--- src/rtl/core/kmp_pkg.sv ---
// Shared request mode codes and controller/datapath interface types for the KMP matcher.
`timescale 1ns / 1ps
`default_nettype none

package kmp_pkg;

    localparam logic [1:0] MODE_NEW     = 2'd0;
    localparam logic [1:0] MODE_APPEND  = 2'd1;
    localparam logic [1:0] MODE_TEXT    = 2'd2;
    localparam logic [1:0] MODE_RESTART = 2'd3;

    typedef struct packed {
        logic load;    // request accepted this cycle
        logic search;  // a request is in work
        logic commit;  // update state and write the result register
    } kmp_cmd_t;

    typedef struct packed {
        logic done;    // fallback walk has settled
    } kmp_status_t;

endpackage

`default_nettype wire

--- src/rtl/core/kmp_stream_matcher_top.sv ---
// Top level of the KMP stream matcher: controller and datapath.
//
//  channel | direction | handshake          | payload
//  --------+-----------+--------------------+---------------------------------------------
//  s_      | in        | s_valid / s_ready  | s_mode[1:0], s_data_byte[7:0]
//  m_      | out       | m_valid / m_ready  | m_match_found, m_match_start[31:0],
//          |           |                    | m_match_total[31:0], m_pattern_truncated
//
// Sequence: a request is accepted, then compared, with one failure-table fallback step per
// cycle until it settles, and committed; the walk is set by the registered read of the
// pattern and failure stores.
// s_ready is high only between requests; one request is in work at a time.
// A result waits in the output register until taken; the next request is accepted and
// walked meanwhile, and its commit waits until the output register is free.
// Reset (aresetn low, synchronous) clears lengths, offset, count and flags; the stores
// need no clearing since only written entries are ever used.
`timescale 1ns / 1ps
`default_nettype none

module kmp_stream_matcher_top
    import kmp_pkg::*;
#(
    parameter int PATTERN_MAX = 64,
    parameter int OFFSET_BITS = 32
)
(
    input  wire logic        aclk,
    input  wire logic        aresetn,
    input  wire logic        s_valid,
    output logic             s_ready,
    input  wire logic [1:0]  s_mode,
    input  wire logic [7:0]  s_data_byte,
    output logic             m_valid,
    input  wire logic        m_ready,
    output logic             m_match_found,
    output logic [31:0]      m_match_start,
    output logic [31:0]      m_match_total,
    output logic             m_pattern_truncated
);

    kmp_cmd_t    cmd;
    kmp_status_t status;

    // sequencing: accept, walk, commit when the result slot frees
    kmp_ctrl u_ctrl (
        .aclk    (aclk),
        .aresetn (aresetn),
        .s_valid (s_valid),
        .s_ready (s_ready),
        .m_valid (m_valid),
        .m_ready (m_ready),
        .cmd     (cmd),
        .status  (status)
    );

    // stores, fallback walk over the failure table, counters and result register
    kmp_dp #(
        .PATTERN_MAX (PATTERN_MAX),
        .OFFSET_BITS (OFFSET_BITS)
    ) u_dp (
        .aclk                (aclk),
        .aresetn             (aresetn),
        .cmd                 (cmd),
        .status              (status),
        .s_mode              (s_mode),
        .s_data_byte         (s_data_byte),
        .m_match_found       (m_match_found),
        .m_match_start       (m_match_start),
        .m_match_total       (m_match_total),
        .m_pattern_truncated (m_pattern_truncated)
    );

endmodule

`default_nettype wire

--- src/rtl/core/kmp_ctrl.sv ---
// Controller state machine for the KMP matcher: request sequencing and result valid.
`timescale 1ns / 1ps
`default_nettype none

module kmp_ctrl
    import kmp_pkg::*;
(
    input  wire logic        aclk,
    input  wire logic        aresetn,
    input  wire logic        s_valid,
    output logic             s_ready,
    output logic             m_valid,
    input  wire logic        m_ready,
    output kmp_cmd_t         cmd,
    input  wire kmp_status_t status
);

    typedef enum logic [1:0] {
        ST_IDLE   = 2'b01,
        ST_SEARCH = 2'b10
    } state_t;

    state_t state_reg, state_next;
    logic   out_valid_reg, out_valid_next;
    logic   out_free;

    assign s_ready  = (state_reg == ST_IDLE);
    assign m_valid  = out_valid_reg;
    assign out_free = !out_valid_reg || m_ready;

    always_comb begin
        cmd.load   = s_valid && s_ready;
        cmd.search = (state_reg == ST_SEARCH);
        cmd.commit = cmd.search && status.done && out_free;
    end

    always_comb begin
        state_next = state_reg;
        unique case (state_reg)
            ST_IDLE: begin
                if (cmd.load) state_next = ST_SEARCH;
            end
            ST_SEARCH: begin
                if (cmd.commit) state_next = ST_IDLE;
            end
            default: state_next = ST_IDLE;
        endcase
    end

    // result held until taken; a commit only happens once the slot is free
    always_comb begin
        if (cmd.commit) begin
            out_valid_next = 1'b1;
        end else if (m_ready) begin
            out_valid_next = 1'b0;
        end else begin
            out_valid_next = out_valid_reg;
        end
    end

    always_ff @(posedge aclk) begin
        if (!aresetn) begin
            state_reg     <= ST_IDLE;
            out_valid_reg <= 1'b0;
        end else begin
            state_reg     <= state_next;
            out_valid_reg <= out_valid_next;
        end
    end

endmodule

`default_nettype wire

--- src/rtl/core/kmp_dp.sv ---
// Datapath for the KMP matcher: pattern and failure stores, fallback walk, counters, result.
`timescale 1ns / 1ps
`default_nettype none

module kmp_dp
    import kmp_pkg::*;
#(
    parameter int PATTERN_MAX = 64,
    parameter int OFFSET_BITS = 32
)
(
    input  wire logic       aclk,
    input  wire logic       aresetn,
    input  wire kmp_cmd_t   cmd,
    output kmp_status_t     status,
    input  wire logic [1:0] s_mode,
    input  wire logic [7:0] s_data_byte,
    output logic            m_match_found,
    output logic [31:0]     m_match_start,
    output logic [31:0]     m_match_total,
    output logic            m_pattern_truncated
);

    localparam int IW   = $clog2(PATTERN_MAX);
    localparam int LW   = $clog2(PATTERN_MAX + 1);
    localparam int WIDE = (OFFSET_BITS > 32) ? OFFSET_BITS : 32;
    localparam logic [LW-1:0] PMAX_L = LW'(PATTERN_MAX);

    // stores
    logic [7:0]    pat_mem  [PATTERN_MAX];
    logic [IW-1:0] fail_mem [PATTERN_MAX];
    logic [7:0]    pat_rd;
    logic [IW-1:0] fail_rd;

    // request and walk registers
    logic [1:0]    mode_reg;
    logic [7:0]    byte_reg;
    logic [IW-1:0] j_reg;

    // matcher state
    logic [LW-1:0]          plen_reg, plen_next;
    logic [IW-1:0]          pre_reg, pre_next;
    logic [IW-1:0]          matched_reg, matched_next;
    logic [OFFSET_BITS-1:0] offset_reg, offset_next;
    logic [31:0]            count_reg, count_next;
    logic                   trunc_reg, trunc_next;
    logic                   found_next;
    logic [OFFSET_BITS-1:0] start_next;
    logic [WIDE-1:0]        start_wide;

    logic [IW-1:0] j_src, j0, rd_idx, fail_idx, wr_idx, wr_fail;
    logic [LW-1:0] j_plus, j_final;
    logic          loop_active, hit, step, is_new, is_append, is_text, wr_en;

    // starting index for the walk, clamped to a valid prefix length
    always_comb begin
        j_src = (s_mode == MODE_TEXT) ? matched_reg : pre_reg;
        j0    = (LW'(j_src) >= plen_reg) ? '0 : j_src;
    end

    always_comb begin
        is_new      = (mode_reg == MODE_NEW);
        is_append   = (mode_reg == MODE_APPEND);
        is_text     = (mode_reg == MODE_TEXT);
        loop_active = (is_text && plen_reg != '0) ||
                      (is_append && plen_reg != '0 && plen_reg != PMAX_L);
        hit         = (pat_rd == byte_reg);
        j_plus      = LW'(j_reg) + LW'(1);
        j_final     = (loop_active && hit) ? j_plus : '0;
        status.done = !loop_active || hit || (j_reg == '0);
        step        = cmd.search && !status.done;
    end

    // read address: start index on load, failure link on a fallback, else hold
    always_comb begin
        priority if (cmd.load) begin
            rd_idx = j0;
        end else if (step) begin
            rd_idx = fail_rd;
        end else begin
            rd_idx = j_reg;
        end
        fail_idx = (rd_idx == '0) ? '0 : rd_idx - IW'(1);
    end

    always_comb begin
        wr_en   = cmd.commit && (is_new || (is_append && plen_reg != PMAX_L));
        wr_idx  = is_new ? '0 : plen_reg[IW-1:0];
        wr_fail = (is_new || plen_reg == '0) ? '0 : j_final[IW-1:0];
    end

    always_ff @(posedge aclk) begin
        pat_rd  <= pat_mem[rd_idx];
        fail_rd <= fail_mem[fail_idx];
        if (wr_en) begin
            pat_mem[wr_idx]  <= byte_reg;
            fail_mem[wr_idx] <= wr_fail;
        end
    end

    always_comb begin
        plen_next    = plen_reg;
        pre_next     = pre_reg;
        matched_next = matched_reg;
        offset_next  = offset_reg;
        count_next   = count_reg;
        trunc_next   = trunc_reg;
        found_next   = 1'b0;
        start_next   = '0;
        unique case (mode_reg)
            MODE_NEW: begin
                plen_next    = LW'(1);
                pre_next     = '0;
                matched_next = '0;
                trunc_next   = 1'b0;
            end
            MODE_APPEND: begin
                if (plen_reg == PMAX_L) begin
                    trunc_next = 1'b1;
                end else begin
                    pre_next  = wr_fail;
                    plen_next = plen_reg + LW'(1);
                end
            end
            MODE_TEXT: begin
                offset_next = offset_reg + OFFSET_BITS'(1);
                if (plen_reg != '0) begin
                    if (j_final == plen_reg) begin
                        found_next   = 1'b1;
                        start_next   = offset_reg + OFFSET_BITS'(1) - OFFSET_BITS'(plen_reg);
                        // failure entry of the last pattern byte equals pre_reg
                        matched_next = pre_reg;
                        if (count_reg != '1) count_next = count_reg + 32'd1;
                    end else begin
                        matched_next = j_final[IW-1:0];
                    end
                end
            end
            MODE_RESTART: begin
                offset_next  = '0;
                count_next   = '0;
                matched_next = '0;
            end
        endcase
        start_wide = WIDE'(start_next);
    end

    always_ff @(posedge aclk) begin
        if (!aresetn) begin
            plen_reg    <= '0;
            pre_reg     <= '0;
            matched_reg <= '0;
            offset_reg  <= '0;
            count_reg   <= '0;
            trunc_reg   <= 1'b0;
        end else if (cmd.commit) begin
            plen_reg    <= plen_next;
            pre_reg     <= pre_next;
            matched_reg <= matched_next;
            offset_reg  <= offset_next;
            count_reg   <= count_next;
            trunc_reg   <= trunc_next;
        end
    end

    always_ff @(posedge aclk) begin
        if (cmd.load) begin
            mode_reg <= s_mode;
            byte_reg <= s_data_byte;
        end
        if (cmd.load) begin
            j_reg <= j0;
        end else if (step) begin
            j_reg <= fail_rd;
        end
        if (cmd.commit) begin
            m_match_found       <= found_next;
            m_match_start       <= start_wide[31:0];
            m_match_total       <= count_next;
            m_pattern_truncated <= trunc_next;
        end
    end

endmodule

`default_nettype wire

--- config.mk ---
export PLATFORM = sky130hd
export DESIGN_NAME = kmp_stream_matcher_top
export DESIGN_NICKNAME = d
export VERILOG_FILES = /design/src/rtl/core/kmp_pkg.sv /design/src/rtl/core/kmp_stream_matcher_top.sv /design/src/rtl/core/kmp_ctrl.sv /design/src/rtl/core/kmp_dp.sv
export SDC_FILE = /design/constraint.sdc
export NUM_CORES = 2
export LEC_CHECK = 0
export ABC_AREA = 1
export BUFFER_PORTS_ARGS = -buffer_cell sky130_fd_sc_hd__buf_2
export CORE_ASPECT_RATIO = 0.9
export CORE_MARGIN = 4
export CORE_UTILIZATION = 40
export CTS_CLUSTER_SIZE = 24
export DETAILED_ROUTE_END_ITERATION = 7
export PLACE_DENSITY = 0.56
export SYNTH_ARGS = -nofsm -noshare
export SYNTH_HDL_FRONTEND = slang
export SYNTH_SLANG_ARGS = --single-unit
--- constraint.sdc ---
create_clock -name aclk -period 11 [get_ports aclk]
set_clock_uncertainty 0.1 [all_clocks]
set_input_delay 0.55 -clock aclk [delete_from_list [all_inputs] [get_ports aclk]]
set_output_delay 0.55 -clock aclk [all_outputs]
set_load 0.005 [all_outputs]
## After elaboration in Yosys (flattened, before gate mapping)

Memory sizes are Yosys's and may differ from the RTL's. A register that Yosys moved wholly into a read port is not among the register bits.
Cells that the tools add are included.

| storage, ports and cells | value |
|---|---|
| bits of input ports | 14 |
| register bits after elaboration | 169 |
| memories kept | 2 |
| output and inout bits | 68 |
| RAM bits | 896 |

Memories:

| name | words | width | read ports | clocked after memory_dff | write ports | RTL line | RTL |
|---|---|---|---|---|---|---|---|
| u_dp.pat_mem | 64 | 8 | 1 | 1 | 1 | kmp_dp.sv:30 | `logic [7:0] pat_mem [PATTERN_MAX];` |
| u_dp.fail_mem | 64 | 6 | 1 | 1 | 1 | kmp_dp.sv:31 | `logic [IW-1:0] fail_mem [PATTERN_MAX];` |

| operators by class | value |
|---|---|
| reduce and logical (&&, ||, !) cells | 35 |
| add/subtract/negate cells | 6 |
| eq/ne operators | 15 |
| mux-type cells | 30 |
| magnitude comparators | 1 |

Operator list:

| kind | count |
|---|---|
| $pmux W32 S2 | 2 |
| $mux W32 | 3 |
| $add A32 B1 Y32 const B | 2 |
| $mux W6 | 10 |
| $ne A32 B32 Y1 const B | 1 |
| $sub A32 B7 Y32 | 1 |
| $pmux W6 S2 | 2 |
| $mux W7 | 2 |
| $pmux W7 S2 | 1 |
| $logic_not A6 Y1 | 2 |
| $logic_and A1 B1 Y1 | 10 |
| $reduce_and A3 Y1 | 3 |
| $eq A2 B2 Y1 const B | 4 |
| $eq A8 B8 Y1 | 1 |
| $ne A2 B2 Y1 const B | 4 |
| $reduce_bool A2 Y1 | 4 |
| $add A6 B1 Y7 const B | 1 |
| $add A7 B1 Y7 const B | 1 |
| $eq A7 B7 Y1 | 1 |
| $eq A7 B7 Y1 const B | 1 |
| $ge A6 B7 Y1 | 1 |
| $logic_not A7 Y1 | 1 |
| $ne A7 B7 Y1 const B | 1 |
| $reduce_bool A7 Y1 | 1 |
| other kinds (11) | 27 |

## Longest topological paths before layout

| logic depth | value |
|---|---|
| depth after elaboration | 13 |
| gate-level depth with buffers | 32 |
| gate-level depth less buffers | 26 |

## Modules after synthesis

A second synthesis with hierarchy kept.

| unflattened totals | value |
|---|---|
| cell total of the unflattened synthesis | 4406 |
| area, all modules | 47399.2 um^2 |

Modules (own cells, without submodules):

| module | cells an instance | times used | area an instance (um^2) | sequential area each (um^2) |
|---|---|---|---|---|
| kmp_dp | 4387 | 1 | 47261.6 | 31270.0 |
| kmp_ctrl | 19 | 1 | 137.6 | 60.1 |

## Worst setup path before layout

No wires, ideal clock.

| timing path | value |
|---|---|
| kind | register -> register |
| start point | register u_dp.byte_reg[7] |
| end point | register u_dp.count_reg[21] |
| data required time | 10.802 ns |
| arrival | 4.546 ns |
| library setup time | 0.098 ns |
| slack | 6.256 ns |
| cell stages (with the launch flop) | 15 |
| path through | edfxtp_1 inv_1 nand2_1 nand2_1 nor2_1 nand2_1 nor2_1 nor2_1 nand2_1 nand3_1 inv_1 buf_2 clkbuf_1 o21ai_0 a21oi_1 |

RTL lines:

| element | RTL line | RTL |
|---|---|---|
| start, declared | kmp_dp.sv:37 | `logic [7:0] byte_reg;` |
| start signal, assigned | kmp_dp.sv:169 | `byte_reg <= s_data_byte;` |
| end signal, assigned | kmp_dp.sv:161 | `count_reg <= count_next;` |
| end, declared | kmp_dp.sv:45 | `logic [31:0] count_reg, count_next;` |

## Worst setup path in the final report

| timing path | value |
|---|---|
| start point | register u_dp.plen_reg[0] |
| end point | register u_dp.fail_rd[2] (read register of u_dp.fail_mem) |

| on the way | value |
|---|---|
| longest elaborated chain between the ends | 13 |
| elaborated cells on any way between the ends | 18 |
| those cells by class | add/sub (1); order compare (1); eq/ne (1); mux (4); reduce/logical (11) |

RTL lines:

| element | RTL line | RTL |
|---|---|---|
| start, declared | kmp_dp.sv:41 | `logic [LW-1:0] plen_reg, plen_next;` |
| start signal, assigned | kmp_dp.sv:157 | `plen_reg <= plen_next;` |
| $reduce_bool A7 Y1 | kmp_dp.sv:65, kmp_dp.sv:66 |  |
| $logic_and A1 B1 Y1 (2 in series) | kmp_dp.sv:66 | `(is_append && plen_reg != '0 && plen_reg != PMAX_L);` |
| $logic_or A1 B1 Y1 | kmp_dp.sv:65 | `loop_active = (is_text && plen_reg != '0) \|\|` |
| $logic_not A1 Y1 | kmp_dp.sv:70 | `status.done = !loop_active \|\| hit \|\| (j_reg == '0);` |
| $logic_or A1 B1 Y1 (2 in series) | kmp_dp.sv:70 |  |
| $logic_not A1 Y1 | kmp_dp.sv:71 | `step = cmd.search && !status.done;` |
| $logic_and A1 B1 Y1 | kmp_dp.sv:71 |  |
| $mux W6 | n/a |  |
| $mux W6 * | n/a |  |
| $sub A6 B1 Y6 or $logic_not A6 Y1 (tied branches) | kmp_dp.sv:83 | `fail_idx = (rd_idx == '0) ? '0 : rd_idx - IW'(1);` |
| $mux W6 * | kmp_dp.sv:83 |  |
| end, declared | kmp_dp.sv:33 | `logic [IW-1:0] fail_rd;` |

Mark *: on every way between the ends. The rest lies on a longest branch, timed or not.
A chain may end at the register's enable or synchronous reset.

==> impl_results.md <==
* Die ar. at ~0.12 sq mm
* Share of the synthesized area in the top cell type at between 60% and 70%
* Pin count of the biggest net entering global routing at 170
* Drt total wl at about 140 mm
* CTS max path bufs at 3
* Number of antenna violations at the first check in global routing at 4
* Slew margin rel. at 17.6%
* Final setup fails at 0
* Number of enable flip-flop cells after synthesis at between 900 and 1000
* CTS tree: done
* Gr ovfl total at 0
* First-pass GRT wire length at just over 200 mm
* Clk_lat worst skew at between 0.7 and 0.8 ns
* Tot Pwr at roughly 0.0089 W
* RSZ-0062 raised after global routing: no
* ANT nets after route at 0
* Worst slew pin tran at approximately 1.2 ns
* Hold Buf Count CTS at 10
* Critical path class: reg2reg
* Max reg flops at 512
* Vias/cell at 5.48
* H-tree Lvls at 3
* Slowest Stage Delay on Critical Path at around 0.61 ns
* Setup Buffers After CTS at 0
* Commonest non-fill, non-tap cells in the layout: 972 x edfxtp_1, 558 x nand2_1, 554 x nand3_1
* # rows at 119
* Sequential area share after synthesis at 66.5%
* Die H at roughly 330 microns
* Most common cell after layout, fill and taps aside: edfxtp_1
* Slowest CP cell: dfxtp_1
* Wire per inst at around 23 microns
* Mapped Nets at between 4000 and 5000
* Final-stage net count at roughly 4400
* Top reg by flops: u_dp.pat_mem
* Synth Instances at about 4300
* CORE AREA at 0.117 sq mm
* Initial DRC count at around 3800
* Slew Limit Fails at 0
* Inst Count DP at between 5000 and 6000
* Worst Path Buf+Inv at 7
* CTS Root Cell: clkbuf_16
* Mean Syn Cell Area at around 11 sq um
* Startpoint Class: flop
* Vias at 33125
* Top cells by area, synth: edfxtp_1 62%, nand3_1 5.9%, dfxtp_1 4.5%, nand2_1 4.5%, nor2_1 3.7%
* Drt first pass iters at 6
* Register bit total from synthesis at 1079
* Largest regs: u_dp.pat_mem x512, u_dp.fail_mem x384
* Critical path capture point type: flop
* Post_cts resized at 0
* Power density over the cells at 169 mW/mm^2
* Tmin final at between 6 and 7 ns
* CP arrival at ~7.2 ns
* Chip width at roughly 370 microns
* Largest area contributor in the netlist: edfxtp_1
* Fin. Hold Viols at 0
* Count of different cell masters after synthesis at 48
* Synth-to-Final Area Change at 12.1%
* Max Fclk at about 150 MHz
* Share of cells above drive strength 1 at between 10% and 20%
* Initial Utilization at around two fifths
* CP max FO at 55
* I/O pin cnt at 82
* Final period util at 61.1%
* Sink Count at about 1100
* Yosys warning total at 0
* Worst hold path type: in2reg
* Non-Filler Instances at between 6000 and 7000
* Num CTS Buffers at about 110
* Gpl congestion at just under 0.9
* Util after Layout at 45.1%
* Clock transition at path regs at around 0.06 ns
* Asr flop ratio synth at 0%
* Maximum VDD drop at between 0.1 and 0.15 mV
* CP Data Required Time at 11.52 ns
* Predominant post-synthesis flop cell: edfxtp_1
* Detailed-route DRC error count at 0
* Setup TNS at 0 ns
* Port bufs at 81
* Final worst slack at about 4.3 ns
* Synthesized area at between 0.04 and 0.05 sq mm
* Vias in the first global route at approximately 31000
* Total of max-cap violations at 0
* Reg-to-reg setup timing slack at 4.28 ns
* HPWL Detailed at between 80 and 90 mm
* GRT Overall Usage at between 20 and 25%
* Crit-path leading delay family: simple AND/OR/NAND/NOR gates
* Leak at between 15 and 20 nW
* Setup WS pre-CTS at 4.23 ns
* Status: finished clean
==> logic make-up after synthesis <==
logic type               after synthesis  share of synthesized area [%]
multiplexers                           4                         0.0956
adder cells (fa/ha/maj)               26                          0.706
AO/OA/AOI/OAI                        695                           8.44
AND/OR/NAND/NOR                     1858                           18.0
flip-flops                          1079                           66.5
XOR/XNOR                              46                          0.855
buffers and inverters                630                           5.40
==> path summary, 6_finish.rpt <==
kind                                       start         endpoint  depth (start not counted)
worst max-delay path            u_dp.plen_reg[0]  u_dp.fail_rd[2]                         27
worst min-delay path                     m_ready   u_ctrl.m_valid                          4
worst max register to register  u_dp.plen_reg[0]  u_dp.fail_rd[2]                         27
worst min register to register    u_dp.trunc_reg   u_dp.trunc_reg                          2
==> layout make-up <==
class	instances	area [sq um]
Tap cell	1573	1970
Fill cell	10902	64200
Multi-Input combinational cell	2629	13500
Clock buffer	157	2990
Inverter	397	1500
Clock inverter	46	457
Timing Repair Buffer	167	1100
Sequential cell	1079	31300
Antenna cell	1	2.50
==> per-layer routing <==
layer  wire [microns]  share of wire [%]  vias up  global-route usage [%]
li1                 -                  -    15346                       -
met1            62500                 45    16252                    32.5
met2            61600                 44     1331                    33.3
met3            11700                8.4      196                    4.40
met4             3850                2.8        0                    6.25
met5                0                  0        -                       0
==> synth_stat cells, types with 12 or more instances <==
cell type	n
edfxtp_1	972
nand2_1	560
nand3_1	555
nor2_1	468
inv_1	378
o21ai_0	300
a21oi_1	145
clkbuf_1	136
dfxtp_1	107
nand3b_1	85
o211ai_1	79
or2_2	72
buf_2	71
o22ai_1	71
xor2_1	40
o21bai_1	38
nor3_1	37
nand4_1	32
o21ai_1	28
ha_1	25
inv_2	12
==> worst register-to-register path: cells and delay by family (launching register included) <==
kind | cells | cell delay [ns]
DFF | 1 | 0.61
adders and majority gates | 2 | 0.49
buffers and inverters | 7 | 1.98
and+or+nand+nor | 18 | 3.44
==> stage by stage <==
step	hold WS, ns	area (sq um)
CTS	0.0318	52800
floorplan	0.330	47100
global route	0.0789	52800
global placement	0.341	49300
finish	0.0975	52800
detailed placement	0.348	49300
==> power by group <==
group | switching (W) | internal (W)
Combinational | 0.000576 | 0.000193
Sequential | 0.0000433 | 0.00447
Clock | 0.00159 | 0.00205
Note: power is estimated with default switching activity, not from simulation.
